[config.mk]
export PLATFORM = sky130hd
export DESIGN_NAME = mfs_ram
export DESIGN_NICKNAME = d
export VERILOG_FILES = /design/src/design/mfs_ram.sv
export SDC_FILE = /design/constraint.sdc
export NUM_CORES = 2
export LEC_CHECK = 0
export ABC_AREA = 1
export BUFFER_PORTS_ARGS = -buffer_cell sky130_fd_sc_hd__buf_2
export CAP_MARGIN = 20
export CORE_AREA = 2 2 478 480
export CTS_CLUSTER_SIZE = 16
export DETAILED_ROUTE_END_ITERATION = 12
export DIE_AREA = 0 0 480 482
export GPL_TIMING_DRIVEN = 1
export PLACE_DENSITY_LB_ADDON = 0.08
export SLEW_MARGIN = 20
export SYNTH_ARGS = -nofsm -noshare
export SYNTH_HDL_FRONTEND = slang
export SYNTH_SLANG_ARGS = --single-unit
[constraint.sdc]
create_clock -name clk -period 2.4 [get_ports clk]
set_clock_uncertainty 0.15 [all_clocks]
set_input_delay 0.48 -clock clk [delete_from_list [all_inputs] [get_ports clk]]
set_output_delay 0.48 -clock clk [all_outputs]
set_load 0.01 [all_outputs]
[src/design/mfs_ram.sv]
`timescale 1ns / 1ps
module mfs_ram #(
  parameter int WIDTH = 8,
  parameter int DEPTH = 256
) (
  input  logic                     clk,
  input  logic                     we,
  input  logic [$clog2(DEPTH)-1:0] waddr,
  input  logic [WIDTH-1:0]         wdata,
  input  logic                     re,
  input  logic [$clog2(DEPTH)-1:0] raddr,
  output logic [WIDTH-1:0]         rdata
);

  logic [WIDTH-1:0] mem [DEPTH];
  logic [WIDTH-1:0] rdata_r;

  // One write port and one registered read port.
  always_ff @(posedge clk) begin
    if (we) begin
      mem[waddr] <= wdata;
    end
    if (re) begin
      rdata_r <= mem[raddr];
    end
  end

  assign rdata = rdata_r;

endmodule

==> results.cfg <==
[run_status]
status = complete, no violations

[worst_setup_path]
critPathKind = in -> reg
cp_max_delay_cell = sky130_fd_sc_hd__nand3_1
critical_path_depth = 15
crit_chain = buf_8, inv_16, buf_12, buf_12, buf_4, nand2_1, nand3_1, nand3_1, nand3_1, nand3_1, nand3_1, nand3_1, nand2_1, nand2_1, nand2_1
r2r_cells = 10
crit_required_ps = 2990
endpoint_kind = flop
critPathMaxStageDelay_ps = 290
path_max_fanout = 26
critPathMostFrequentCell = sky130_fd_sc_hd__nand3_1
critical_path_arrival_ps = 2960
worstSetupStartpointType = input pin
timing.critical_path.max_delay_family = simple AND/OR/NAND/NOR gates
crit_buf_inv = 5

[synthesis]
post_synth_inst_count = 7003
ys_seq_area_share_pct = 74.0
synth.cell_area_sq_mm = 0.0835
synth_top_cell_area_share_pct = 74.0
synth_largest_area_cell = sky130_fd_sc_hd__edfxtp_1
avgSynthCellArea_sq_um = 11.9
post_synth_most_frequent_cells = sky130_fd_sc_hd__nand2_1 (2,123), sky130_fd_sc_hd__edfxtp_1 (2,056), sky130_fd_sc_hd__nand3_1 (2,019)
synth_cell_type_count = 13
synthArstFlopShare_pct = 0
synth-warning-count = 0
synth.area.top_cells = sky130_fd_sc_hd__edfxtp_1 (74%), sky130_fd_sc_hd__nand3_1 (12%), sky130_fd_sc_hd__nand2_1 (9.5%), sky130_fd_sc_hd__buf_2 (1.6%), sky130_fd_sc_hd__nor2_1 (1.3%)
synth_seq_cells = 2056
ys.flop_type = sky130_fd_sc_hd__edfxtp_1
post-synth-top-count-cell = sky130_fd_sc_hd__nand2_1
synth-edff-count = 2056
synthesis.nets = 7030

[cells_and_area]
fillers = 21033
final_core_utilization_pct = 44.3
postLayoutCellArea_sq_mm = 0.100
post_route_cells_drive_above_1_share_pct = 14.9
area.growth.synth_to_final_pct = 20.2
final_net_count = 7622
final-instance-count-excl-fill = 10791

[power_and_ir_drop]
intPower_mw = 59.6
power_density_mw_per_mm2 = 776
p_switching_mw = 18.3
worst_supply_voltage_drop_on_vdd_mv = 0.781
leakage_power_summed_over_all_cells_nw = 36.1
clock_power_share_pct = 41.9
power.combinational.fraction_pct = 7.2
power.switching_fraction_pct = 23.5
pwr-share-seq_pct = 50.9

[clock_network]
clockBufferDepth = 3
clk-insertion-delay-late_ps = 890
cts_tree = yes
clkTransAtPathRegs_ps = 60
clock-root-buffer = sky130_fd_sc_hd__clkbuf_16
htree_num_levels = 4
clock_sink_count = 2056
cts_made_buffers = 219

[timing]
finalWorstSetupSlack_ps = 20.7
setup_repair_after_global_routing_missed_its_margin = false
report.final.hold_viol_count = 0
max-slew-margin-rel_pct = 38.1
post-route-min-period_ps = 2380
max_clock_freq_mhz = 420
final_number_of_max_transition_violations = 0
max_slew.worst_pin.slew_ps = 928
final.period_utilization_pct = 99.1
setup_tns_ps = 0
setup_viol = 0

[die]
top_level_ports = 35
fp.dieArea_sq_mm = 0.231
floorplan.initialDensity_pct = 36.9
die-width_um = 480
floorplan.core_area_sq_mm = 0.226
placementRows = 175
die_y_um = 482

[placed_design]
globalplace.congestion = 0.843
io_buffers = 34
preCtsSetupSlack_ps = -943
dpl-instance-area_sq_mm = 0.0934
post_dp_hpwl_um = 171000
place.detailed.instances = 10373

[global_routing]
grt_start_max_net_pins = 82
antenna_violations_before_repair = 15
grt_pass1_vias = 54340
groute.usage.overall_pct = 23.0
grt_first_pass_wirelength_um = 389000
grt-ovfl-total = 0

[drt]
wl_per_cell_um = 24.9
post_route_ant_nets = 0
drt_first_pass_iters = 6
drt_wl_total_um = 269000
drcViolationCount = 0
viasPerCell = 5.18
dr_total_vias = 55890
drt_first_iter_violations = 5421

[job]
timing.max_cap.violations = 0

[hold_path]
worst_hold_path.num_cells = 3
min_path_type = in -> reg
## power groups by stage
stage               Clock (mW)  Sequential, mW  Combinational, mW
finish                    32.7            39.6               5.60
global route              34.7            39.6               6.05
CTS                       33.4            39.6               5.68
detailed placement           0            40.4               5.65
global placement             0            40.4               5.65
floorplan                    0            40.4               2.44
## tightest hold or removal path, delay by kind of cell
family / cells / cell delay [ps]
buffers and inverters: 1 / 230
and+or+nand+nor: 2 / 280
## cell families after synthesis
logic type | Yosys count | synth area share [%]
buffers and inverters | 522 | 3.12
DFF | 2056 | 74.0
and+or+nand+nor | 4425 | 22.9
## per-stage QoR
stage	hold WS, ps	power, mW
floorplan	429	42.8
global placement	664	46.1
detailed placement	666	46.1
CTS	86.7	78.7
global route	149	80.4
finish	157	77.9
## state kept, by name (all words and copies together), names as in the netlist
register  cells
mem        2048
rdata         8
## path summary, 6_finish.rpt
| path | start | slack (ps) | to |
|---|---|---|---|
| setup / recovery | raddr[0] | 20 | rdata[1] |
| hold / removal | we | 160 | mem[31][1] |
| setup reg to reg | mem[163][1] | 130 | rdata[1] |
| hold reg to reg | mem[26][3] | 890 | rdata[3] |
## placed cells by master (no fill, tap or decap), drive strengths merged
cell	count
buf	844
bufinv	14
clkbuf	272
clkinv	114
clkinvlp	2
diode	2
dlygate4sd3	10
edfxtp	2056
inv	43
nand2	2123
nand3	2019
nor2	283
## per-layer routing
layer  track usage, %  share of wire [%]
met2             37.4                 47
met3             3.10                5.2
met4             6.47                2.7
met5                0             0.0048
met1             32.4                 45
## timing repair
item	in CTS	in global routing
gates resized for setup	2	1
pin swaps	0	0
gates cloned	0	0
buffers inserted	0	0
endpoints found under the hold margin	244	0
endpoints found under the setup margin	2	1
hold buffers	10	0
## cell type report
cell class	instances	area [sq um]	share of cell area [%]
inverter	39	180	0.180
antenna	2	5.00	0.00499
sequential	2056	61700	61.5
clock buffer	272	5680	5.66
clock inverter	134	1170	1.17
tap	3009	3760	3.75
timing repair buffer	854	8640	8.61
multi-input combinational	4425	19200	19.1
Power figures use the tool's default switching activity.
