<file path="src/design/mfs_pkg.sv">
`timescale 1ns / 1ps
package mfs_pkg;

  // Fixed width of the value field on both channels.
  localparam int VALUE_W  = 10;
  localparam int STATUS_W = 2;

  // Command codes.
  localparam logic CMD_PUSH = 1'b0;
  localparam logic CMD_POP  = 1'b1;

  // Status codes.
  localparam logic [STATUS_W-1:0] ST_OK    = 2'd0;
  localparam logic [STATUS_W-1:0] ST_EMPTY = 2'd1;
  localparam logic [STATUS_W-1:0] ST_FULL  = 2'd2;

  typedef struct packed {
    logic               command;
    logic [VALUE_W-1:0] value;
  } mfs_in_t;

  typedef struct packed {
    logic [STATUS_W-1:0] status;
    logic [VALUE_W-1:0]  popped_value;
  } mfs_out_t;

endpackage

</file>
<file path="src/design/mfs_mod.sv">
`timescale 1ns / 1ps
module mfs_mod #(
  parameter int VALUE_RANGE = 1024
) (
  input  logic                           clk,
  input  logic                           rst_n,
  input  logic                           start,
  input  logic [mfs_pkg::VALUE_W-1:0]    din,
  output logic                           done,
  output logic [$clog2(VALUE_RANGE)-1:0] dout
);

  localparam int NW    = mfs_pkg::VALUE_W;
  localparam int VW    = $clog2(VALUE_RANGE);
  localparam int RW    = NW + 2;
  localparam int PW    = NW + RW;
  localparam int SHIFT = NW + VW;
  // Rounded-up reciprocal of the range; exact quotients for every NW-bit value.
  localparam longint RECIP_L = ((longint'(1) << SHIFT) + longint'(VALUE_RANGE) - 1)
                               / longint'(VALUE_RANGE);
  localparam logic [RW-1:0] RECIP  = RW'(RECIP_L);
  // The quotient times the range never exceeds the value, so NW bits suffice.
  localparam logic [NW-1:0] DIV_LO = NW'(VALUE_RANGE);

  logic              v1_r, v2_r, done_r;
  logic [NW-1:0]     din_r;
  logic [NW-1:0]     q_r, q_nxt;
  logic [NW-1:0]     rem_r, rem_nxt;
  logic [PW-1:0]     prod;
  logic [NW+VW-1:0]  out_ext;

  // Quotient by reciprocal multiplication, then remainder by one subtraction.
  assign prod    = PW'(din_r) * PW'(RECIP);
  assign q_nxt   = NW'(prod >> SHIFT);
  assign rem_nxt = din_r - q_r * DIV_LO;

  // Three-stage pipeline: capture, quotient, remainder.
  always_ff @(posedge clk) begin
    if (!rst_n) begin
      v1_r   <= 1'b0;
      v2_r   <= 1'b0;
      done_r <= 1'b0;
    end else begin
      v1_r   <= start;
      v2_r   <= v1_r;
      done_r <= v2_r;
    end
    if (start) begin
      din_r <= din;
    end
    if (v1_r) begin
      q_r <= q_nxt;
    end
    if (v2_r) begin
      rem_r <= rem_nxt;
    end
  end

  // The remainder is below the range, so the resize keeps every set bit.
  assign out_ext = {{VW{1'b0}}, rem_r};
  assign dout    = out_ext[VW-1:0];
  assign done    = done_r;

endmodule

</file>
<file path="config.mk">
export PLATFORM = sky130hd
export DESIGN_NAME = mfs_mod
export DESIGN_NICKNAME = d
export VERILOG_FILES = /design/src/design/mfs_pkg.sv /design/src/design/mfs_mod.sv
export SDC_FILE = /design/constraint.sdc
export NUM_CORES = 1
export LEC_CHECK = 0
export BUFFER_PORTS_ARGS = -buffer_cell sky130_fd_sc_hd__buf_2
export CORE_UTILIZATION = 40
export DETAILED_ROUTE_END_ITERATION = 6
export PLACE_DENSITY = 0.66
export SLEW_MARGIN = 0
export SYNTH_ARGS = -nofsm -noshare
export SYNTH_HDL_FRONTEND = slang
export SYNTH_SLANG_ARGS = --single-unit
</file>
<file path="constraint.sdc">
create_clock -name clk -period 0.9 [get_ports clk]
set_input_delay 0.09 -clock clk [delete_from_list [all_inputs] [get_ports clk]]
set_output_delay 0.09 -clock clk [all_outputs]
set_load 0.005 [all_outputs]
</file>
==> flow_summary.json <==
{
  "diodes": 0,
  "num_vias": 362,
  "netlist-cell-type-count": 3,
  "slew_violations": 0,
  "tritoncts.num_buffers": 3,
  "tightest_slew_ns": 0.237,
  "grt_setup_unrepaired": "yes",
  "die_w_um": 43.2,
  "drive_gt1_share_pct": 43.8,
  "first_iter_violations": 10,
  "firstDrtPassIters": 4,
  "status": "complete, but fails checks",
  "swShare_pct": 18.3,
  "worstSetupEndpointType": "output pin",
  "slowest_delay_ns": 0.39,
  "finalSetupTns_ns": -0.0122,
  "path_buf_inv": 1,
  "rows": 14,
  "grt.overflow.total": 0,
  "start_util_pct": 44.1,
  "layout_setup_ws_ns": -0.00868,
  "critPathMaxFanout": 1,
  "grt.met1_usage_pct": 11.9,
  "port-buffer-count": 23,
  "pwr-share-seq_pct": 69.6,
  "layout_common_cells": "23 x buf_2, 20 x edfxtp_1, 10 x dlygate4sd3_1",
  "fin_total_pwr_w": 0.00178,
  "synthesis.nets": 39,
  "seq_area_frac_synth_pct": 97.2,
  "arrival_ns": 0.82,
  "cts-root-buf": "clkbuf_4",
  "fin_skew_ns": 0.00131,
  "wl_per_cell_um": 12.0,
  "p_comb_share_pct": 5.6,
  "drt-total-wl_um": 958,
  "pwr-share-clk_pct": 24.9,
  "layout.cells.non_filler": 80,
  "holdPathEnd": "v1_r",
  "fp.dieH_um": 43.2,
  "violations": "negative setup slack",
  "cts_max_level": 1,
  "die-area_mm2": 0.00187,
  "cts.sinks": 23,
  "grt_max_degree": 14,
  "slowest_stage": "edfxtp_1",
  "required_ns": 0.81,
  "ir_drop_mv": 0.906,
  "gp_congestion": 0.695,
  "finalHoldViolCount": 0,
  "grtUsageMet3_pct": 2.98,
  "seq_area_um2": 661,
  "ff2ff_path_depth": 1,
  "ioPinCount": 24,
  "cts_setup_buffers": 0,
  "core-area_mm2": 0.00154,
  "holdPathStages": 2,
  "path_cells": "buf_2",
  "crit_path_start_kind": "register",
  "power_switching_w": 0.000325,
  "cap_violations": 0,
  "first_global_vias": 355,
  "hold_class": "in -> reg",
  "syn_to_final_growth_pct": 41.6,
  "synth_seq_cells": 23,
  "fillCellCount": 118,
  "nNetsFinal": 78,
  "remaining_drc_errors": 0,
  "multi_input_area_um2": 18.8,
  "insertion_delay_ns": 0.29,
  "min-delay-start": "rst_n",
  "avgSynthCellArea_um2": 26.1,
  "rr_startpoint": "v2_r",
  "fin_util_pct": 62.4,
  "max_freq_mhz": 1100,
  "reg2reg_slack_ns": 0.09,
  "criticalPathCategory": "reg -> out",
  "top_usage_layer": "met2",
  "critical-path-top-delay-family": "flip-flops",
  "finalCriticalPeriod_ns": 0.909,
  "powerDensity_mw_per_mm2": 1850,
  "fin_crit_sh_pct": 101,
  "ant_nets": 0,
  "antenna_found_initial": 0,
  "clkTransAtPathRegs_ns": 0.12,
  "grt_pass1_wl_mm": 1.49,
  "routed_via_density": 4.53,
  "yosysWarnings": 0,
  "intPower_w": 0.00145,
  "p_leak_nw": 0.383,
  "hold_slack_ns": 0.0135,
  "dp_cells": 66,
  "rr_endpoint": "dout[6]",
  "relSlewSlack_pct": 84.2,
  "syn_inst": 26,
  "cts.path.max_buffers": 2,
  "cts_tree": "done",
  "layout_commonest_cell": "buf_2",
  "gr-usage-met2_pct": 20.6,
  "post-dp-hpwl_um": 583,
  "synth_area_um2": 679,
  "cts-resized-gates": 0,
  "setup_violations": 2,
  "grtUsageTotal_pct": 11.4
}
-- Yosys cell counts, drive strengths merged --
library cell	n	area, µm²
and2	3	18.8
edfxtp	20	601
dfxtp	3	60.1
-- metrics by stage --
step	setup slack [ns]	instance area, µm²
global route	-0.0559	962
detailed placement	0.106	835
CTS	-0.0240	962
finish	-0.00868	962
global placement	0.126	835
floorplan	0.0613	679
-- power groups by stage --
stage,combinational (W),clock (W),sequential (W)
final,0.0000989,0.000442,0.00124
after global routing,0.000107,0.000484,0.00124
after CTS,0.0000991,0.000458,0.00124
after detailed placement,0.0000658,0,0.00126
after global placement,0.0000643,0,0.00126
after floorplan,0.00000323,0,0.00126
-- worst max-delay path by stage --
stage                     cells past startpoint  slack (ns)     from  endpoint
after global placement                        1        0.13     v2_r   dout[3]
after CTS                                     1       -0.02  dout[8]   dout[8]
after global routing                          1       -0.06  dout[2]   dout[2]
after detailed placement                      1        0.11     v2_r   dout[0]
final                                         1      -0.009  dout[2]   dout[2]
after floorplan                               0        0.06     v2_r   dout[0]
-- layout make-up --
| class | count | share of cell area [%] |
|---|---|---|
| flip-flops and latches | 23 | 68.7 |
| repair buffers | 34 | 24.4 |
| clock buffers | 3 | 2.34 |
| well taps | 16 | 2.08 |
| multi-input cells | 3 | 1.95 |
| clock inverters | 1 | 0.520 |
-- metal layers --
metal / vias up / share of wire, %
met3: 2 / 6.5
met1: 166 / 37
met5: - / 0
met2: 19 / 54
li1: 175 / -
met4: 0 / 2.3
-- logic make-up (layout without fill, tap and decap cells) --
| logic type | Yosys count | in the layout | share of synthesized area (%) |
|---|---|---|---|
| DFF | 23 | 23 | 97.2 |
| and+or+nand+nor | 3 | 3 | 2.76 |
| buffers and inverters | 0 | 38 | 0 |
-- registers in the layout (all words and copies together), names as in the netlist --
name   cells
v2_r       1
done       1
dout      10
v1_r       1
din_r     10
-- timing repair --
item | in CTS | in global routing
endpoints found under the setup margin | 4 | 10
gates cloned | 0 | 0
hold buffers | 10 | 0
endpoints found under the hold margin | 10 | 0
(Power assumes the default switching activity.)
